**config.mk**
```make
export PLATFORM = sky130hd
export DESIGN_NAME = iie_bank_switch_mmu_unit
export DESIGN_NICKNAME = d
export VERILOG_FILES = /design/src/iie_bsm_pkg.sv /design/src/iie_bsm_decode.sv /design/src/iie_bank_switch_mmu_unit.sv
export SDC_FILE = /design/constraint.sdc
export NUM_CORES = 1
export LEC_CHECK = 0
export BUFFER_PORTS_ARGS = -buffer_cell sky130_fd_sc_hd__buf_2
export CAP_MARGIN = 20
export CELL_PAD_IN_SITES_DETAIL_PLACEMENT = 1
export CELL_PAD_IN_SITES_GLOBAL_PLACEMENT = 1
export CORE_ASPECT_RATIO = 1.1
export CORE_MARGIN = 1.5
export CORE_UTILIZATION = 39
export DETAILED_ROUTE_END_ITERATION = 6
export PLACE_DENSITY = 0.86
export SETUP_SLACK_MARGIN = 0.3
export SYNTH_ARGS = -nofsm -noshare
export SYNTH_HDL_FRONTEND = slang
export SYNTH_SLANG_ARGS = --single-unit
```
**constraint.sdc**
```tcl
create_clock -name aclk -period 2.5 [get_ports aclk]
set_clock_uncertainty 0.05 [all_clocks]
set_input_delay 0.375 -clock aclk [delete_from_list [all_inputs] [get_ports aclk]]
set_output_delay 0.375 -clock aclk [all_outputs]
set_load 0.02 [all_outputs]
```
**src/iie_bsm_pkg.sv**
```systemverilog
package iie_bsm_pkg;

    // Bank codes reported for each access
    typedef enum logic [2:0] {
        BANK_MAIN    = 3'd0,
        BANK_LC      = 3'd1,
        BANK_LC2     = 3'd2,
        BANK_AUX     = 3'd3,
        BANK_AUX_LC  = 3'd4,
        BANK_AUX_LC2 = 3'd5,
        BANK_ROM     = 3'd6,
        BANK_CARD    = 3'd7
    } bank_t;

    // Access classes
    typedef enum logic [2:0] {
        KIND_MEMORY    = 3'd0,
        KIND_SWITCH    = 3'd1,
        KIND_STATUS    = 3'd2,
        KIND_FLOATING  = 3'd3,
        KIND_SLOT_IO   = 3'd4,
        KIND_DEVICE    = 3'd5,
        KIND_UNHANDLED = 3'd6
    } kind_t;

    // Soft-switch and language-card state
    typedef struct packed {
        logic alt_zero_page;
        logic display_page2;
        logic store_80;
        logic hires_mode;
        logic aux_read;
        logic aux_write;
        logic internal_cx_rom;
        logic slot_c3_rom;
        logic card_expansion_rom;
        logic lc_read_ram;
        logic lc_write_ram;
        logic lc_bank2;
    } state_t;

    // One decoded result
    typedef struct packed {
        bank_t      target_bank;
        logic       write_blocked;
        kind_t      access_kind;
        logic       status_bit;
        logic [2:0] slot_index;
    } result_t;

    localparam state_t STATE_RESET = '{
        alt_zero_page:      1'b0,
        display_page2:      1'b0,
        store_80:           1'b0,
        hires_mode:         1'b0,
        aux_read:           1'b0,
        aux_write:          1'b0,
        internal_cx_rom:    1'b0,
        slot_c3_rom:        1'b0,
        card_expansion_rom: 1'b0,
        lc_read_ram:        1'b0,
        lc_write_ram:       1'b1,
        lc_bank2:           1'b1
    };

    // Address constants
    localparam logic [15:0] ADDR_CX_RELEASE = 16'hCFFF;
    localparam logic [7:0]  PAGE_IO         = 8'hC0;
    localparam logic [7:0]  PAGE_ROM_FIRST  = 8'hC1;
    localparam logic [7:0]  PAGE_C3         = 8'hC3;
    localparam logic [7:0]  PAGE_SLOT_LAST  = 8'hC7;
    localparam logic [7:0]  PAGE_LC         = 8'hD0;
    localparam logic [7:0]  PAGE_LC_UPPER   = 8'hE0;
    localparam logic [7:0]  IO_LC_FIRST     = 8'h80;
    localparam logic [7:0]  IO_SLOT_FIRST   = 8'h90;
    localparam logic [7:0]  IO_SWITCH_END   = 8'h0C;

    // Language-card mode tables, indexed by mode bits [1:0]
    localparam logic [3:0] LC_RD_TAB = 4'b1001;
    localparam logic [3:0] LC_WR_TAB = 4'b1010;

    // Result word layout on the output channel
    localparam int RES_BANK_LSB    = 0;
    localparam int RES_BLOCKED_BIT = 3;
    localparam int RES_KIND_LSB    = 4;
    localparam int RES_STATUS_BIT  = 7;
    localparam int RES_SLOT_LSB    = 8;

endpackage

```
**src/iie_bsm_decode.sv**
```systemverilog
module iie_bsm_decode (
    input  iie_bsm_pkg::state_t  state_cur,
    input  logic                 opcode,
    input  logic [15:0]          address,
    input  logic                 is_write,
    output iie_bsm_pkg::result_t result,
    output iie_bsm_pkg::state_t  state_next
);
    import iie_bsm_pkg::*;

    // Map a non-I/O page to its bank for the given direction
    function automatic bank_t map_bank(input logic [7:0] pg, input logic wr,
                                       input state_t s);
        bank_t b;
        logic  lc_en;
        logic  upper2;
        b      = BANK_MAIN;
        lc_en  = wr ? s.lc_write_ram : s.lc_read_ram;
        upper2 = (pg < PAGE_LC_UPPER) && s.lc_bank2;
        if (pg >= PAGE_LC) begin
            if (!lc_en) begin
                b = BANK_ROM;
            end else if (s.alt_zero_page) begin
                b = upper2 ? BANK_AUX_LC2 : BANK_AUX_LC;
            end else begin
                b = upper2 ? BANK_LC2 : BANK_LC;
            end
        end else if (pg >= PAGE_ROM_FIRST) begin
            if (wr) begin
                b = BANK_ROM;
            end else if (pg == PAGE_C3) begin
                b = (!s.internal_cx_rom && s.slot_c3_rom) ? BANK_CARD : BANK_ROM;
            end else if (pg <= PAGE_SLOT_LAST) begin
                b = s.internal_cx_rom ? BANK_ROM : BANK_CARD;
            end else begin
                b = (!s.internal_cx_rom && s.card_expansion_rom) ? BANK_CARD : BANK_ROM;
            end
        end else if (pg == PAGE_IO) begin
            b = BANK_MAIN;
        end else if (pg < 8'h02) begin
            b = s.alt_zero_page ? BANK_AUX : BANK_MAIN;
        end else if (s.store_80 && ((pg >= 8'h04 && pg <= 8'h07) ||
                     (s.hires_mode && pg >= 8'h20 && pg <= 8'h3F))) begin
            b = s.display_page2 ? BANK_AUX : BANK_MAIN;
        end else begin
            b = (wr ? s.aux_write : s.aux_read) ? BANK_AUX : BANK_MAIN;
        end
        return b;
    endfunction

    logic [7:0] pg;
    logic [7:0] lo;
    logic       on;
    bank_t      bank;

    assign pg   = address[15:8];
    assign lo   = address[7:0];
    assign on   = address[0];
    assign bank = map_bank(pg, is_write, state_cur);

    // Decode one access and work out the state it leaves
    always_comb begin
        result     = '0;
        state_next = state_cur;
        if (opcode) begin
            state_next.card_expansion_rom = 1'b1;
        end else if (pg == PAGE_IO) begin
            if ((lo == 8'h00 && !is_write) || lo == 8'h10 ||
                (lo >= 8'h61 && lo <= 8'h63)) begin
                result.access_kind = KIND_DEVICE;
            end else if (lo >= IO_SLOT_FIRST) begin
                result.access_kind = KIND_SLOT_IO;
                result.slot_index  = address[6:4] - 3'd1;
            end else if (lo >= IO_LC_FIRST) begin
                result.access_kind     = KIND_SWITCH;
                state_next.lc_read_ram  = LC_RD_TAB[address[1:0]];
                state_next.lc_write_ram = LC_WR_TAB[address[1:0]];
                state_next.lc_bank2     = ~address[3];
            end else if (lo == 8'h54 || lo == 8'h55) begin
                result.access_kind       = KIND_SWITCH;
                state_next.display_page2 = on;
            end else if (lo == 8'h56 || lo == 8'h57) begin
                result.access_kind    = KIND_SWITCH;
                state_next.hires_mode = on;
            end else if (lo == 8'h30 || (lo >= 8'h64 && lo <= 8'h68) || lo == 8'h70) begin
                result.access_kind = KIND_DEVICE;
            end else if (is_write) begin
                if (lo < IO_SWITCH_END) begin
                    result.access_kind = KIND_SWITCH;
                    case (lo[3:1])
                        3'd0:    state_next.store_80        = on;
                        3'd1:    state_next.aux_read        = on;
                        3'd2:    state_next.aux_write       = on;
                        3'd3:    state_next.internal_cx_rom = on;
                        3'd4:    state_next.alt_zero_page   = on;
                        3'd5:    state_next.slot_c3_rom     = on;
                        default: result.access_kind = KIND_UNHANDLED;
                    endcase
                end else begin
                    result.access_kind = KIND_UNHANDLED;
                end
            end else begin
                result.access_kind = KIND_STATUS;
                case (lo)
                    8'h11:   result.status_bit = state_cur.lc_bank2;
                    8'h12:   result.status_bit = state_cur.lc_read_ram;
                    8'h13:   result.status_bit = state_cur.aux_read;
                    8'h14:   result.status_bit = state_cur.aux_write;
                    8'h15:   result.status_bit = state_cur.internal_cx_rom;
                    8'h16:   result.status_bit = state_cur.alt_zero_page;
                    8'h17:   result.status_bit = state_cur.slot_c3_rom;
                    8'h18:   result.status_bit = state_cur.store_80;
                    8'h20:   result.access_kind = KIND_DEVICE;
                    default: result.access_kind = KIND_FLOATING;
                endcase
            end
        end else begin
            result.target_bank   = bank;
            result.write_blocked = is_write && (bank == BANK_ROM || bank == BANK_CARD);
            // Release expansion ROM on CFFF or on C3 mapped to internal ROM
            if (address == ADDR_CX_RELEASE || (pg == PAGE_C3 &&
                (state_cur.internal_cx_rom || !state_cur.slot_c3_rom))) begin
                state_next.card_expansion_rom = 1'b0;
            end
        end
    end

endmodule

```
**src/iie_bank_switch_mmu_unit.sv**
```systemverilog
// Apple IIe style bank-switch MMU with language-card decoding.
// Input channel (s_*): one bus access per transaction, address in s_tdata,
// opcode and the write flag in s_tuser. Opcode 1 is a card claiming the
// C800-CFFF expansion ROM space; its result carries all fields at zero.
// Output channel (m_*): one result per access with the mapped bank, the
// ROM write-block flag, the access class, the status bit and the slot.
// An access passes the input register, then the result register, onto
// m_tvalid. Throughput: one access per cycle when not stalled, held by
// the single decode pass that reads the switch state and writes it back
// in the same cycle. Results leave in acceptance order.
// Reset (aresetn low, synchronous) empties both registers and restores the
// switches: language card writes RAM, bank 2 selected, everything else off.
// When the receiver stalls, the result register holds; one more access may
// sit in the input register, after which s_tready drops until m_tready.
module iie_bank_switch_mmu_unit (
    input  logic        aclk,
    input  logic        aresetn,
    input  logic        s_tvalid,
    output logic        s_tready,
    input  logic [15:0] s_tdata,   // [15:0] address
    input  logic [1:0]  s_tuser,   // [0] opcode, [1] is_write
    output logic        m_tvalid,
    input  logic        m_tready,
    output logic [15:0] m_tdata    // [2:0] target_bank, [3] write_blocked,
                                   // [6:4] access_kind, [7] status_bit,
                                   // [10:8] slot_index, [15:11] zero
);
    import iie_bsm_pkg::*;

    logic        in_valid_reg;
    logic [15:0] in_addr_reg;
    logic        in_op_reg;
    logic        in_wr_reg;
    logic        out_valid_reg;
    result_t     out_reg;
    state_t      state_reg;
    state_t      state_next;
    result_t     result;
    logic        advance;

    // Move the held access into the result register when there is room
    assign advance  = in_valid_reg && (!out_valid_reg || m_tready);
    assign s_tready = !in_valid_reg || advance;

    iie_bsm_decode u_decode (
        .state_cur  (state_reg),
        .opcode     (in_op_reg),
        .address    (in_addr_reg),
        .is_write   (in_wr_reg),
        .result     (result),
        .state_next (state_next)
    );

    // Input register
    always_ff @(posedge aclk) begin
        if (!aresetn) begin
            in_valid_reg <= 1'b0;
        end else if (s_tready) begin
            in_valid_reg <= s_tvalid;
        end
        if (s_tvalid && s_tready) begin
            in_addr_reg <= s_tdata;
            in_op_reg   <= s_tuser[0];
            in_wr_reg   <= s_tuser[1];
        end
    end

    // Switch state advances with each decoded access
    always_ff @(posedge aclk) begin
        if (!aresetn) begin
            state_reg <= STATE_RESET;
        end else if (advance) begin
            state_reg <= state_next;
        end
    end

    // Result register
    always_ff @(posedge aclk) begin
        if (!aresetn) begin
            out_valid_reg <= 1'b0;
        end else if (advance) begin
            out_valid_reg <= 1'b1;
        end else if (m_tready) begin
            out_valid_reg <= 1'b0;
        end
        if (advance) begin
            out_reg <= result;
        end
    end

    assign m_tvalid = out_valid_reg;
    assign m_tdata  = {5'd0, out_reg.slot_index, out_reg.status_bit,
                       out_reg.access_kind, out_reg.write_blocked, out_reg.target_bank};

endmodule

```
==> flow_metrics.tcl <==
set metrics [dict create \
    final-setup-viol-count 0 \
    syn-cell-area_sq_mm 0.00231 \
    status "finished, final reports clean" \
    hp-class "in -> reg" \
    finalInstanceArea_sq_mm 0.00301 \
    via_per_inst 5.66 \
    synth-main-ff-cell "edfxtp_1" \
    cts_inserted_buffers 5 \
    nNetsFinal 313 \
    fin_tns_setup_ps 0 \
    worst_pin_slew_ps 522 \
    placed_area_sq_mm 0.00265 \
    final_cell_mix "buf_2 (34), edfxtp_1 (29), nand2_1 (24), buf_4 (24), dfxtp_1 (14)" \
    met3_length_microns 387 \
    hold_viol_final 0 \
    firstDrtPassIters 5 \
    fp.dieW_microns 76.4 \
    cts_root_buf "clkbuf_8" \
    max_cap_violations 0 \
    grt_pass1_wl_microns 10400 \
    num_antenna_cells 0 \
    vias 2032 \
    die_h_microns 83.7 \
    post-route-min-period_ps 2360 \
    cpMostUsedCell "or4_4" \
    final_common_cell "buf_2" \
    yosys.area.top_type_share 0.377 \
    arrival_ps 2540 \
    ys_async_sr_fraction 0 \
    synth-compound-area-share 0.125 \
    worst_ep_required_time_ps 2680 \
    rsz0062_at_grt "yes" \
    muxShareOfSynthArea 0.0618 \
    synth_area_leaders "edfxtp_1 (38%), dfxtp_1 (12%), ha_1 (5.4%), mux2i_1 (5.2%), nand2_1 (4.1%)" \
    synth_seq_area_share 0.499 \
    cp_slowest_cell "or4_4" \
    critical_path.cell_chain "or4_4 > or3_4 > or4_4 > nor4_4 > mux2i_1" \
    peakVddDrop_mv 0.340 \
    maxSlewHeadroom 0.648 \
    grtUsageTotal 0.211 \
    endpoint_kind "register" \
    fmaxAchievable_mhz 425 \
    start_util 0.403 \
    drc 0 \
    p_leak_nw 1.14 \
    htreeDepth 2 \
    crit_buf_inv 0 \
    avgSynthCellArea_sq_um 10.4 \
    std_cell_rows 29 \
    antenna_found_initial 0 \
    dr_wl_met2_microns 3520 \
    synthAdderAreaFrac 0.0542 \
    cpPeakStageDelay_ps 590 \
    routed_wl_microns 6890 \
    synth.ff_latch_count 43 \
    worst-path-max-fanout 5 \
    drt_iter0_drc 142 \
    yosysTopAreaCell "edfxtp_1" \
    die_area_sq_mm 0.00639 \
    clock_sinks 43 \
    cts_tree "yes" \
    synth_warnings 0 \
    synth_top_family_by_area "simple AND/OR/NAND/NOR gates" \
    numPortBuffers 34 \
    maxSlewViolCount 0 \
    met1_length_microns 2710 \
    antenna_left 0 \
    synth-edff-count 29 \
    synth_xor_area_frac 0 \
    grt_max_degree 16 \
    yosysUniqueCellTypes 45 \
    largest_reg_flops 16 \
    syn_inst 221 \
    clock_latency_ps 300 \
    hold_buffers 0 \
    layout-drive-gt1-share 0.344 \
    syn_to_final_growth_pct 30.4 \
    hpwl_microns 4480 \
    fin_crit_sh 0.942 \
    coreArea_sq_mm 0.00573 \
    synth-simple-area-share 0.217 \
    gp_congestion 0.910 \
    p_per_area_mw_per_mm2 507 \
    crit_path_start_kind "register" \
    clock_path_buffers 2 \
    dr.max_layer_used "met4" \
    grt_pass1_vias 2095 \
    wl_per_cell_microns 19.2 \
    path_clk_slew_ps 80 \
    cp_top_family "simple AND/OR/NAND/NOR gates" \
    num_io_pins 40 \
    gr-total-overflow 0 \
    worst-setup-path-type "reg -> reg" \
]
[path summary, 6_finish.rpt]
kind                           to  cells after the start             from  slack [ps]
setup / recovery     state_reg[9]                      5  in_addr_reg[11]         140
hold / removal    in_addr_reg[14]                      1      s_tdata[14]         190
setup reg to reg     state_reg[9]                      5  in_addr_reg[11]         140
hold reg to reg      state_reg[1]                      2     state_reg[1]         430
[worst reg2reg max path, cell delays in order, from the launching register on]
cell      delay [ps]
edfxtp_1         430
or4_4            590
or3_4            370
or4_4            470
nor4_4           160
mux2i_1          220
[routing by layer]
| layer | global-route usage | up-vias |
|---|---|---|
| met5 | 0 | - |
| met4 | 0.108 | 0 |
| met3 | 0.0372 | 24 |
| met2 | 0.375 | 79 |
| met1 | 0.242 | 992 |
| li1 | - | 937 |
[cell type report]
type,instances,area [sq um]
multi-input cells,161,1260
inverters,12,45.0
repair buffers,58,350
clock inverters,2,13.8
flip-flops and latches,43,1150
clock buffers,6,93.8
fillers,672,2720
well taps,77,96.3
[Yosys cell counts (3+ instances only)]
cell / count
o21ai_0: 4
o31ai_1: 4
nor2_1: 12
a221oi_1: 3
and4_1: 3
nor3_1: 3
mux2i_1: 12
nand2b_1: 4
a21oi_1: 9
nand2_1: 25
ha_1: 10
nand3_1: 8
inv_1: 12
and2_1: 3
nand4_1: 4
edfxtp_1: 29
nor2b_1: 13
nor4_1: 7
dfxtp_1: 14
buf_4: 5
clkbuf_1: 4
[power breakdown]
part           total [W]  switching [W]  internal [W]
Combinational   0.000202       0.000124     0.0000778
Sequential      0.000820      0.0000296      0.000790
Clock           0.000505       0.000248      0.000257
Total            0.00153       0.000401       0.00113
[logic make-up (layout without fill, tap and decap cells)]
logic type                 count (synthesis)  after routing
buffers and inverters                     21             78
muxes                                     14             14
DFF                                       43             43
adders and majority gates                 10             10
and+or+nand+nor                           92             92
other                                      1              5
AOI/OAI and AO/OA                         40             40
[stage by stage]
stage	utilization	cells	power [W]	setup slack, ps	hold WS [ps]
after global routing	0.525	359	0.00158	93.1	178
final	0.525	359	0.00153	144	192
after floorplan	-	225	0.000934	284	391
after detailed placement	0.462	334	0.000993	118	422
after CTS	0.499	352	0.00150	161	186
after global placement	0.462	334	0.000986	200	410
[timing repair]
action,CTS,global route
gates resized for setup,6,19
pin swaps,3,6
endpoints found under the setup margin,17,18
setup buffers,10,7
Note: power is estimated with default switching activity, not from simulation.
